--- src/rtl/twdq_pkg.sv ---
// Package for the timed wait delta queue.
// Holds the operation and reason codes, the queue entry type and fixed limits.
// No dependencies.
package twdq_pkg;

    localparam int unsigned IdW        = 10;
    localparam int unsigned DeltaW     = 16;
    localparam int unsigned MaxResults = 16;
    localparam int unsigned NumW       = 5;

    typedef enum logic [1:0] {
        OP_INSERT = 2'd0,
        OP_SIGNAL = 2'd1,
        OP_TICK   = 2'd2,
        OP_REMOVE = 2'd3
    } t_op;

    typedef enum logic [1:0] {
        RSN_TIMEOUT = 2'd0,
        RSN_SIGNAL  = 2'd1,
        RSN_REMOVED = 2'd2,
        RSN_FULL    = 2'd3
    } t_reason;

    typedef struct packed {
        logic [IdW-1:0]    tid;
        logic [DeltaW-1:0] delta;
        logic              fvr;
    } t_entry;

endpackage

--- src/rtl/timed_wait_delta_queue_unit.sv ---
// Timed wait delta queue: top level with entry memory and sequencer.
// Depends on twdq_pkg.
//
// Usage:
// The input channel (i_valid, o_stall, i_operation, i_task_id, i_timeout) takes
// one command beat at a time: insert, signal head, clock tick or remove by id.
// o_stall is high while a command is being worked on; a new beat is taken only
// when the sequencer is idle.
// The output channel (o_valid, i_stall, o_released_id, o_reason, o_last) gives
// the result beats of a command; o_last marks the final beat of that command.
// Commands that cause no result give no beat.
// Entries sit in one memory of CAPACITY words with a registered read.
// The sequencer walks the memory step by step: scan, shift up, shift down.
// Insert of a forever entry or into an empty queue writes at once; other inserts
// scan for the place and then move the later entries up.
// Signal takes the head and remove scans for the id; both move later entries down.
// Tick counts down the head and releases the entries whose delta reaches zero.
// The sequencer waits in its emit step while a previous beat is still held
// by i_stall; one output register lets it move on while the last beat waits.
// Reset empties the queue at once; memory contents are not cleared.
module timed_wait_delta_queue_unit
    import twdq_pkg::*;
#(
    parameter int unsigned CAPACITY = 16
) (
    input  logic                 i_clk,
    input  logic                 i_rst_n,
    input  logic                 i_valid,
    output logic                 o_stall,
    input  logic [1:0]           i_operation,
    input  logic [IdW-1:0]       i_task_id,
    input  logic [DeltaW-1:0]    i_timeout,
    output logic                 o_valid,
    input  logic                 i_stall,
    output logic [IdW-1:0]       o_released_id,
    output logic [1:0]           o_reason,
    output logic                 o_last
);

    localparam int unsigned AW = (CAPACITY > 1) ? $clog2(CAPACITY) : 1;
    localparam int unsigned CW = $clog2(CAPACITY + 1);

    typedef enum logic [12:0] {
        S_IDLE      = 13'b0000000000001,
        S_INS_CHK   = 13'b0000000000010,
        S_UP_WR     = 13'b0000000000100,
        S_INS_FIX   = 13'b0000000001000,
        S_INS_PUT   = 13'b0000000010000,
        S_HEAD      = 13'b0000000100000,
        S_REM_CHK   = 13'b0000001000000,
        S_TICK_CHK  = 13'b0000010000000,
        S_TAKE      = 13'b0000100000000,
        S_DN_WR     = 13'b0001000000000,
        S_POST      = 13'b0010000000000,
        S_TICK_NEXT = 13'b0100000000000,
        S_EMIT      = 13'b1000000000000
    } t_state;

    t_entry         r_mem [CAPACITY];
    t_entry         r_rdata;

    t_state         r_state, n_state;
    t_state         r_ret, n_ret;
    logic [CW-1:0]  r_count, n_count;
    logic [AW-1:0]  r_idx, n_idx;
    logic [AW-1:0]  r_pos, n_pos;
    logic [DeltaW-1:0] r_rem, n_rem;
    t_entry         r_hold, n_hold;
    t_op            r_op, n_op;
    logic [IdW-1:0] r_id, n_id;
    logic [IdW-1:0] r_res_id, n_res_id;
    t_reason        r_res_rsn, n_res_rsn;
    logic           r_elast, n_elast;
    logic           r_tick_more, n_tick_more;
    logic [NumW-1:0] r_num, n_num;
    logic           r_ovalid, n_ovalid;
    logic [IdW-1:0] r_oid, n_oid;
    logic [1:0]     r_orsn, n_orsn;
    logic           r_olast, n_olast;

    logic           rd_en;
    logic [AW-1:0]  rd_addr;
    logic           wr_en;
    logic [AW-1:0]  wr_addr;
    t_entry         wr_data;

    logic           accept;
    logic [CW-1:0]  idx_next;
    logic [CW-1:0]  pos_next;
    logic [DeltaW:0] sat_sum;
    logic [DeltaW-1:0] dec_delta;

    assign o_stall       = (r_state != S_IDLE);
    assign accept        = i_valid && (r_state == S_IDLE);
    assign o_valid       = r_ovalid;
    assign o_released_id = r_oid;
    assign o_reason      = r_orsn;
    assign o_last        = r_olast;

    assign idx_next  = CW'(r_idx) + CW'(1);
    assign pos_next  = CW'(r_pos) + CW'(1);
    assign sat_sum   = {1'b0, r_rdata.delta} + {1'b0, r_hold.delta};
    assign dec_delta = (r_rdata.delta == '0) ? '0 : r_rdata.delta - DeltaW'(1);

    always_comb begin
        n_state     = r_state;
        n_ret       = r_ret;
        n_count     = r_count;
        n_idx       = r_idx;
        n_pos       = r_pos;
        n_rem       = r_rem;
        n_hold      = r_hold;
        n_op        = r_op;
        n_id        = r_id;
        n_res_id    = r_res_id;
        n_res_rsn   = r_res_rsn;
        n_elast     = r_elast;
        n_tick_more = r_tick_more;
        n_num       = r_num;
        n_ovalid    = r_ovalid && i_stall;
        n_oid       = r_oid;
        n_orsn      = r_orsn;
        n_olast     = r_olast;
        rd_en       = 1'b0;
        rd_addr     = '0;
        wr_en       = 1'b0;
        wr_addr     = '0;
        wr_data     = r_rdata;

        unique case (r_state)
            S_IDLE: begin
                if (accept) begin
                    n_op  = t_op'(i_operation);
                    n_id  = i_task_id;
                    n_rem = i_timeout;
                    n_idx = '0;
                    n_pos = '0;
                    unique case (t_op'(i_operation))
                        OP_INSERT: begin
                            if (r_count >= CW'(CAPACITY)) begin
                                n_res_id  = i_task_id;
                                n_res_rsn = RSN_FULL;
                                n_elast   = 1'b1;
                                n_ret     = S_IDLE;
                                n_state   = S_EMIT;
                            end else if (i_timeout == '0 || r_count == '0) begin
                                wr_en   = 1'b1;
                                wr_addr = AW'(r_count);
                                wr_data = '{tid: i_task_id, delta: i_timeout,
                                            fvr: (i_timeout == '0)};
                                n_count = r_count + CW'(1);
                            end else begin
                                rd_en   = 1'b1;
                                n_state = S_INS_CHK;
                            end
                        end
                        OP_SIGNAL: begin
                            if (r_count != '0) begin
                                rd_en   = 1'b1;
                                n_state = S_HEAD;
                            end
                        end
                        OP_TICK: begin
                            if (r_count != '0) begin
                                rd_en   = 1'b1;
                                n_state = S_TICK_CHK;
                            end
                        end
                        OP_REMOVE: begin
                            if (r_count != '0) begin
                                rd_en   = 1'b1;
                                n_state = S_REM_CHK;
                            end
                        end
                        default: ;
                    endcase
                end
            end
            S_INS_CHK: begin
                if (r_rdata.fvr || r_rdata.delta > r_rem) begin
                    n_pos  = r_idx;
                    n_hold = r_rdata;
                    if (r_count - CW'(1) > CW'(r_idx)) begin
                        rd_en   = 1'b1;
                        rd_addr = AW'(r_count - CW'(1));
                        n_idx   = AW'(r_count - CW'(1));
                        n_state = S_UP_WR;
                    end else begin
                        n_state = S_INS_FIX;
                    end
                end else if (idx_next < r_count) begin
                    n_rem   = r_rem - r_rdata.delta;
                    rd_en   = 1'b1;
                    rd_addr = AW'(idx_next);
                    n_idx   = AW'(idx_next);
                end else begin
                    wr_en   = 1'b1;
                    wr_addr = AW'(r_count);
                    wr_data = '{tid: r_id, delta: r_rem - r_rdata.delta, fvr: 1'b0};
                    n_count = r_count + CW'(1);
                    n_state = S_IDLE;
                end
            end
            S_UP_WR: begin
                wr_en   = 1'b1;
                wr_addr = AW'(idx_next);
                wr_data = r_rdata;
                if (CW'(r_idx) > pos_next) begin
                    rd_en   = 1'b1;
                    rd_addr = r_idx - AW'(1);
                    n_idx   = r_idx - AW'(1);
                end else begin
                    n_state = S_INS_FIX;
                end
            end
            S_INS_FIX: begin
                wr_en   = 1'b1;
                wr_addr = AW'(pos_next);
                wr_data = r_hold;
                if (!r_hold.fvr) begin
                    wr_data.delta = r_hold.delta - r_rem;
                end
                n_state = S_INS_PUT;
            end
            S_INS_PUT: begin
                wr_en   = 1'b1;
                wr_addr = r_pos;
                wr_data = '{tid: r_id, delta: r_rem, fvr: 1'b0};
                n_count = r_count + CW'(1);
                n_state = S_IDLE;
            end
            S_HEAD: begin
                n_hold    = r_rdata;
                n_res_id  = r_rdata.tid;
                n_res_rsn = RSN_SIGNAL;
                n_pos     = '0;
                n_state   = S_TAKE;
            end
            S_REM_CHK: begin
                if (r_rdata.tid == r_id) begin
                    n_hold    = r_rdata;
                    n_res_id  = r_id;
                    n_res_rsn = RSN_REMOVED;
                    n_pos     = r_idx;
                    n_state   = S_TAKE;
                end else if (idx_next < r_count) begin
                    rd_en   = 1'b1;
                    rd_addr = AW'(idx_next);
                    n_idx   = AW'(idx_next);
                end else begin
                    n_state = S_IDLE;
                end
            end
            S_TICK_CHK: begin
                if (r_rdata.fvr) begin
                    n_state = S_IDLE;
                end else if (dec_delta != '0) begin
                    wr_en         = 1'b1;
                    wr_addr       = '0;
                    wr_data       = r_rdata;
                    wr_data.delta = dec_delta;
                    n_state       = S_IDLE;
                end else begin
                    n_hold       = r_rdata;
                    n_hold.delta = '0;
                    n_res_id     = r_rdata.tid;
                    n_res_rsn    = RSN_TIMEOUT;
                    n_num        = NumW'(1);
                    n_pos        = '0;
                    n_state      = S_TAKE;
                end
            end
            S_TAKE: begin
                if (pos_next < r_count) begin
                    rd_en   = 1'b1;
                    rd_addr = AW'(pos_next);
                    n_idx   = AW'(pos_next);
                    n_state = S_DN_WR;
                end else begin
                    n_state = S_POST;
                end
            end
            S_DN_WR: begin
                wr_en   = 1'b1;
                wr_addr = r_idx - AW'(1);
                wr_data = r_rdata;
                if (CW'(r_idx) == pos_next && !r_rdata.fvr) begin
                    wr_data.delta = sat_sum[DeltaW] ? '1 : sat_sum[DeltaW-1:0];
                end
                if (idx_next < r_count) begin
                    rd_en   = 1'b1;
                    rd_addr = AW'(idx_next);
                    n_idx   = AW'(idx_next);
                end else begin
                    n_state = S_POST;
                end
            end
            S_POST: begin
                n_count = r_count - CW'(1);
                if (r_op == OP_TICK && r_count != CW'(1)
                        && r_num != NumW'(MaxResults)) begin
                    rd_en   = 1'b1;
                    n_state = S_TICK_NEXT;
                end else begin
                    n_elast = 1'b1;
                    n_ret   = S_IDLE;
                    n_state = S_EMIT;
                end
            end
            S_TICK_NEXT: begin
                n_state = S_EMIT;
                if (!r_rdata.fvr && r_rdata.delta == '0) begin
                    n_hold      = r_rdata;
                    n_elast     = 1'b0;
                    n_tick_more = 1'b1;
                    n_ret       = S_TAKE;
                end else begin
                    n_elast = 1'b1;
                    n_ret   = S_IDLE;
                end
            end
            S_EMIT: begin
                if (!r_ovalid || !i_stall) begin
                    n_ovalid = 1'b1;
                    n_oid    = r_res_id;
                    n_orsn   = r_res_rsn;
                    n_olast  = r_elast;
                    n_state  = r_ret;
                    if (r_tick_more) begin
                        n_tick_more = 1'b0;
                        n_res_id    = r_hold.tid;
                        n_num       = r_num + NumW'(1);
                        n_pos       = '0;
                    end
                end
            end
            default: n_state = S_IDLE;
        endcase
    end

    always_ff @(posedge i_clk) begin
        if (wr_en) begin
            r_mem[wr_addr] <= wr_data;
        end
        if (rd_en) begin
            r_rdata <= r_mem[rd_addr];
        end
    end

    always_ff @(posedge i_clk) begin
        if (!i_rst_n) begin
            r_state     <= S_IDLE;
            r_ret       <= S_IDLE;
            r_count     <= '0;
            r_ovalid    <= 1'b0;
            r_tick_more <= 1'b0;
            r_num       <= '0;
        end else begin
            r_state     <= n_state;
            r_ret       <= n_ret;
            r_count     <= n_count;
            r_ovalid    <= n_ovalid;
            r_tick_more <= n_tick_more;
            r_num       <= n_num;
        end
    end

    always_ff @(posedge i_clk) begin
        r_idx     <= n_idx;
        r_pos     <= n_pos;
        r_rem     <= n_rem;
        r_hold    <= n_hold;
        r_op      <= n_op;
        r_id      <= n_id;
        r_res_id  <= n_res_id;
        r_res_rsn <= n_res_rsn;
        r_elast   <= n_elast;
        r_oid     <= n_oid;
        r_orsn    <= n_orsn;
        r_olast   <= n_olast;
    end

    a_count_bound: assert property (@(posedge i_clk) disable iff (!i_rst_n)
        r_count <= CW'(CAPACITY))
        else $error("queue count above capacity");

    a_state_onehot: assert property (@(posedge i_clk) disable iff (!i_rst_n)
        $onehot(r_state))
        else $error("sequencer state not one-hot");

    a_num_bound: assert property (@(posedge i_clk) disable iff (!i_rst_n)
        r_num <= NumW'(MaxResults))
        else $error("release count above limit");

    a_beat_held: assert property (@(posedge i_clk) disable iff (!i_rst_n)
        (r_ovalid && i_stall) |=> r_ovalid)
        else $error("stalled result beat dropped");

    a_emit_wait: assert property (@(posedge i_clk) disable iff (!i_rst_n)
        (r_state == S_EMIT && r_ovalid && i_stall) |=> (r_state == S_EMIT))
        else $error("emit left while output slot busy");

endmodule

--- config.mk ---
export PLATFORM = sky130hd
export DESIGN_NAME = timed_wait_delta_queue_unit
export DESIGN_NICKNAME = d
export VERILOG_FILES = /design/src/rtl/twdq_pkg.sv /design/src/rtl/timed_wait_delta_queue_unit.sv
export SDC_FILE = /design/constraint.sdc
export NUM_CORES = 1
export LEC_CHECK = 0
export ABC_AREA = 1
export ABC_CLOCK_PERIOD_IN_PS = 6800
export BUFFER_PORTS_ARGS = -buffer_cell sky130_fd_sc_hd__clkbuf_2
export CAP_MARGIN = 0
export CORE_ASPECT_RATIO = 0.9
export CORE_UTILIZATION = 30
export DETAILED_ROUTE_END_ITERATION = 7
export HOLD_SLACK_MARGIN = 0.15
export PLACE_DENSITY = 0.43
export SLEW_MARGIN = 5
export SYNTH_ARGS = -nofsm -noshare
export SYNTH_HDL_FRONTEND = slang
export SYNTH_SLANG_ARGS = --single-unit
--- constraint.sdc ---
create_clock -name i_clk -period 6.8 [get_ports i_clk]
set_input_delay 0.34 -clock i_clk [delete_from_list [all_inputs] [get_ports i_clk]]
set_output_delay 0.34 -clock i_clk [all_outputs]
set_load 0.05 [all_outputs]
Yosys cells after proc, flatten, opt, wreduce, memory -nomap -nowiden
Memory sizes are Yosys's and may differ from the RTL's. A register that Yosys moved wholly into a read port is not among the register bits.
Cells that the tools add are included.
Widths: inputs -> output; s select.
{ "classes": {"addsub": 10, "order_cmp": 6, "eq_ne": 48, "n_mux": 140, "n_reduce_logical": 43} }
{ "ops": {"columns": ["cell", "n"], "rows": [
  ["$mux 27", 11],
  ["$mux 13", 17],
  ["$pmux 27 s6", 1],
  ["$pmux 13 s12", 1],
  ["$pmux 27 s5", 1],
  ["$mux 16", 7],
  ["$mux 4", 26],
  ["$mux 10", 8],
  ["$pmux 4 s6", 3],
  ["$pmux 13 s4", 1],
  ["$mux 5", 10],
  ["$pmux 10 s5", 1],
  ["$pmux 13 s3", 1],
  ["$ne 2x2->1 const B", 18],
  ["$mux 17", 2],
  ["$logic_not 16->1", 2],
  ["$pmux 16 s2", 1],
  ["$sub 16x16->16", 2],
  ["$mux 1", 30],
  ["$mux 9", 3],
  ["$pmux 4 s5", 1],
  ["$pmux 5 s4", 1],
  ["$add 16x16->17", 1],
  ["$gt 16x16->1", 1],
  ["other kinds (61)", 97]
]} }
{ "word_totals": {"regBits": 127, "ram_bits": 432, "input_bits": 32, "output_inout_bits": 15, "word_cells": 268, "mem_count": 1} }
{ "memory_table": {"columns": ["name", "depth", "word_bits", "rd", "rd_clocked_by_memory_dff", "wr", "line", "text"], "rows": [
  ["r_mem", 16, 27, 1, 1, 1, "timed_wait_delta_queue_unit.sv:59", "t_entry r_mem [CAPACITY];"]
]} }

Logic depth before layout (Yosys ltp)
{ "depth": {"word_depth": 9, "depth_mapped": 23, "depth_no_buf": 20} }

Least setup slack after synthesis
Ideal clock, no wire load.
{ "synth_timing": {"path_type": "reg-to-reg", "start": "register r_rdata[8] (netlist name)", "end": "register r_hold[0] (netlist name) (enable)", "setup_time_ns": 0.479, "arrival_ns": 4.720, "t_required_ns": 6.321, "setup_slack_ns": 1.600, "path_stages_with_launch": 16, "path_buffers": 2, "synth_period_minus_slack_ns": 5.200, "path_cell_list": "edfxtp_1 clkbuf_1 inv_1 ha_1 nand2_1 inv_1 a21oi_1 nand2_1 nand2_2 nand2_2 nand2_2 buf_6 nor2_2 inv_1 nand2_1 nor4_1"} }
{ "synth_between": {"elab_chain_len": 5, "word_cells_on_any_way": 11, "classes_between": "add/sub (1); order compare (1); eq/ne (3); mux (1); reduce/logical (5)"} }
{ "synth_lines": {"columns": ["item", "line", "text"], "rows": [
  ["$sub 16x1->16 or $logic_not 16->1 (tied branches)", "timed_wait_delta_queue_unit.sv:103, timed_wait_delta_queue_unit.sv:312", null],
  ["$mux 16", "timed_wait_delta_queue_unit.sv:103", "assign dec_delta = (r_rdata.delta == '0) ? '0 : r_rdata.delta - DeltaW'(1);"],
  ["$reduce_bool 16->1", "timed_wait_delta_queue_unit.sv:257", "end else if (dec_delta != '0) begin"],
  ["$ne 2x2->1 (no line)", null, null],
  ["$reduce_and 6->1 (no line) (*)", null, null],
  ["to (signal assigned)", "timed_wait_delta_queue_unit.sv:372", "r_hold <= n_hold;"],
  ["to (decl)", "timed_wait_delta_queue_unit.sv:68", "t_entry r_hold, n_hold;"]
]} }
Every way passes the cells marked *; elsewhere a longest branch is shown, timed or not.
A chain may end at the register's enable or synchronous reset.

==> metrics list <==
* Via count: 25450
* Number of remaining DRC errors: 0
* Number of violations reported at the end of detailed-routing iteration 0: 2397
- At the later pin of the worst-skew pair, clock insertion delay measures 640 ps.
* Number of different library cells in the post-synthesis netlist: 55
- The final layout contains routed wiring with a total length of ~110000 µm.
- The finished cells cover roughly 35000 µm².
- Remaining number of nets flagged by the antenna check after routing: 0
- Post-route clock period utilization: 0.7582
* CTS tree: done
- In this run the cell area of the synthesized design comes to 30700 µm².
* Post-synthesis sequential area ratio: 0.5537
- In this run the clock root is driven by a sky130_fd_sc_hd__clkbuf_16.
* Count of maximum capacitance violations: 0
- Yosys printed 0 warnings.
- Data on the critical path is required at its endpoint by 7040 ps.
- Vertical die dimension: 305.5 µm
- The worst setup path is of the flop to flop kind.
- GP Congestion: 0.9619
- The worst setup path is launched from a flop.
- The number of setup buffers added after CTS is 0.
* H-tree depth: 3
* Global-route congestion overflow total: 0
- Of the total synthesized cell area, the portion taken by full adders, half adders and majority gates is 0.03253.
- Avg Cell Area, Syn: about 8.9 µm²
- Largest cells by area after synthesis: sky130_fd_sc_hd__edfxtp_1 (54%), sky130_fd_sc_hd__nand2_1 (14%), sky130_fd_sc_hd__nand3_1 (8.5%)
- The flow ran to the end, and the final reports show no timing, DRC or antenna violations.
- Based on the critical path, the design can be clocked at up to 194.0 MHz.
* Share of synthesized cell area in and, or, nand and nor gates: 0.2782
- The floorplan step defined a core boundary enclosing between 100000 and 150000 µm².
* Path class of the lowest-slack min-delay path: input pin to flop
- Maximum number of pins on one net before global-route repair: ~120
* Hpwl dp: 73830 µm
- The floorplan has 110 rows.
- Largest family of logic cells by synthesized area: simple AND/OR/NAND/NOR gates
- Vias in the first global route: 24440
- Clock skew on the completed layout was measured at 35.69 ps.
- The worst path in the final design needs a cycle of 5156 ps, including I/O delays and setup.
* Cell occurring most often along the worst timing path: sky130_fd_sc_hd__inv_1
- For this run, the total global-route usage over all layers was measured as 0.2146.
- Library cell occupying the most area in the post-synthesis netlist: sky130_fd_sc_hd__edfxtp_1
- Counting flops and latches in the post-synthesis netlist gives 575.
- Clock-pin slew was measured on the worst setup and hold paths at 70 ps.
- Core utilization of the finished layout: 0.3477
* Pwr per Cell Area: about 420 nW/µm²
- For this run, the detailed router's first-pass iteration total came to 6.
* Die area: 103600 µm²
* Sink count of the clock tree: 575
- Dominant synthesized flop cell: sky130_fd_sc_hd__edfxtp_1
- The library cell used most frequently in the layout, excluding fill and tap cells, is sky130_fd_sc_hd__nand2_1.
* Initial core utilization: 0.3047
* Chain of cells forming the critical path: inv_1 > ha_1 > nand2_1 > inv_1 > a21oi_1 > nand2_1 > nand2_2 > nand2_2 > nand2_2 > inv_1 > nor2_1 > inv_1 > nand2_1 > nor2_1 > buf_4 > o221ai_1
* EDFF count, synth: 548
* Leading cell types in the layout, fill and taps excluded: sky130_fd_sc_hd__nand2_1 (1144), sky130_fd_sc_hd__edfxtp_1 (548), sky130_fd_sc_hd__nand3_1 (523)
- Synth Area in XOR/XNOR: 0.01398
* Complex-gate fraction of the synthesized area: 0.06603
* Slew HR: 0.1424
* Wire length of the first global-routing pass: roughly 170000 µm
* Post-synth ARST share: 0
* Num CTS Buffers: 67
- Post-synthesis cell count: approximately 3500
- Number of setup violations in the final report: 0
- In this run the static leakage power is about 14 nW.
- Fraction of layout cells with a size suffix above 1: 0.08361
- Slew of the pin with the lowest slew margin: between 1000 and 1500 ps
* Number of buffer cells added on primary ports: 46
* Total I/O pin count: 47
- Largest fanout on the critical path: 16
- The largest individual stage delay along the critical path comes from the cell sky130_fd_sc_hd__o221ai_1.
- IR analysis of the VDD net gives a maximum drop of between 0.15 and 0.2 mV.
- Number of nets in the final layout: 3626
* Data arrival at the endpoint of the critical path: 5400 ps
- The initial antenna violation count came to 1.
- Placement-stage cell area: 32630 µm²
- Hold is met by around 190 ps.
- Post-synthesis mux area share: 0.0003261
* Via density per instance: 5.185
- The final-report hold violation count was 0.
- On the worst path, the slowest cell contributes a delay of 990 ps.
- Final setup TNS: 0 ps
- Area share of the largest cell type after synthesis: 0.5361
- Antenna diode count: 0
- Horiz. Die Dim: 339.2 µm
* Routed wirelength normalized by instance count: 22.92 µm
- Counting along the longest clock path gives a buffer depth of 3.
- The number of nets in the synthesized netlist is approximately 3600.
* Kind of end point of the critical path: flop
- Synth-to-Final Area Change: 14.12%
- Setup repair after global routing left no endpoint under its margin.
- The final number of max-transition violations was 0.
-- final timing paths --
| kind | startpoint | end | slack, ps | cells past startpoint |
|---|---|---|---|---|
| setup / recovery | r_rdata[8]$_DFFE_PP_ | r_mem[11][22]$_DFFE_PP_ | 1640 | 16 |
| hold / removal | i_timeout[13] | r_rem[13]$_DFFE_PP_ | 190 | 3 |
| setup reg to reg | r_rdata[8]$_DFFE_PP_ | r_mem[11][22]$_DFFE_PP_ | 1640 | 16 |
| hold reg to reg | r_res_id[3]$_DFFE_PP_ | o_released_id[3]$_DFFE_PP_ | 420 | 0 |
-- critical path, delay by kind of cell (launching register included) --
family | cells | cell delay, ps
AOI/OAI and AO/OA | 2 | 1130
adders and majority gates | 1 | 450
buffers and inverters | 5 | 960
DFF | 1 | 800
and+or+nand+nor | 8 | 1390
-- power by group --
| group | switching, mW | internal (mW) |
|---|---|---|
| Combinational | 4.15 | 1.47 |
| Clock | 1.56 | 2.05 |
| Sequential | 0.323 | 5.02 |
| Total | 6.03 | 8.55 |
-- kinds of logic after synthesis --
logic type / after synthesis
multiplexers: 1
AO/OA/AOI/OAI: 364
adder cells (fa/ha/maj): 78
buffers and inverters: 396
flip-flops: 575
XOR/XNOR: 49
AND/OR/NAND/NOR: 1989
-- repair_timing --
action | CTS | global route
hold endpoints to repair | 45 | 0
endpoints found under the setup margin | 0 | 0
gates resized for setup | 0 | 0
hold buffers | 27 | 0
-- synthesized netlist by cell type (4+ instances only) --
library cell / n
sky130_fd_sc_hd__nand2_1: 1146
sky130_fd_sc_hd__edfxtp_1: 548
sky130_fd_sc_hd__nand3_1: 524
sky130_fd_sc_hd__inv_1: 218
sky130_fd_sc_hd__nor2_1: 187
sky130_fd_sc_hd__o21ai_0: 160
sky130_fd_sc_hd__a21oi_1: 111
sky130_fd_sc_hd__ha_1: 75
sky130_fd_sc_hd__clkbuf_1: 64
sky130_fd_sc_hd__buf_2: 61
sky130_fd_sc_hd__nand4_1: 37
sky130_fd_sc_hd__nor3_1: 30
sky130_fd_sc_hd__xor2_1: 29
sky130_fd_sc_hd__dfxtp_1: 27
sky130_fd_sc_hd__o22ai_1: 20
sky130_fd_sc_hd__xnor2_1: 20
sky130_fd_sc_hd__inv_2: 16
sky130_fd_sc_hd__o211ai_1: 15
sky130_fd_sc_hd__buf_6: 13
sky130_fd_sc_hd__a22oi_1: 10
sky130_fd_sc_hd__buf_4: 9
sky130_fd_sc_hd__nand2_2: 9
sky130_fd_sc_hd__nor4_1: 9
sky130_fd_sc_hd__clkinv_1: 8
sky130_fd_sc_hd__nand3b_1: 8
sky130_fd_sc_hd__buf_1: 7
sky130_fd_sc_hd__nor2_2: 7
sky130_fd_sc_hd__o21ai_1: 7
sky130_fd_sc_hd__or2_2: 7
sky130_fd_sc_hd__a31oi_1: 6
sky130_fd_sc_hd__o221ai_1: 6
sky130_fd_sc_hd__a21o_1: 5
sky130_fd_sc_hd__o31ai_1: 5
sky130_fd_sc_hd__a221oi_1: 4
sky130_fd_sc_hd__nand2_4: 4
sky130_fd_sc_hd__nor2_4: 4
sky130_fd_sc_hd__nor3_4: 4
-- area by class of cell --
cell class / count / area, µm²
repair buffers: 149 / 1109
well taps: 1344 / 1682
fillers: 10520 / 65720
inverters: 242 / 908.4
clock inverters: 32 / 370.4
multi-input cells: 2481 / 12200
clock buffers: 85 / 1765
flip-flops and latches: 575 / 17000
-- stage by stage --
stage                     total power [mW]  std cells  setup slack [ps]
after global routing                 15.30       4908              1364
after CTS                            14.59       4908              1711
after detailed placement             10.93       4764              1743
after global placement               10.97       4763              1739
final                                14.57       4908              1645
after floorplan                      8.647       3452              1600
-- flip-flops by register name, summed over array words and instances (netlist names), 4 cells and up --
signal         flops
r_mem            432
r_hold            27
r_rdata           27
r_rem             16
r_state           13
o_released_id     10
r_id              10
r_res_id          10
r_count            5
r_num              5
r_idx              4
r_pos              4
-- metal layers --
| layer | part of all wire | GRT usage | vias to the layer above |
|---|---|---|---|
| li1 | - | - | 11960 |
| met1 | 0.48 | 0.3159 | 12470 |
| met2 | 0.43 | 0.3274 | 844 |
| met3 | 0.051 | 0.02432 | 177 |
| met4 | 0.031 | 0.06820 | 0 |
| met5 | 0 | 0 | - |
(Power assumes the default switching activity.)
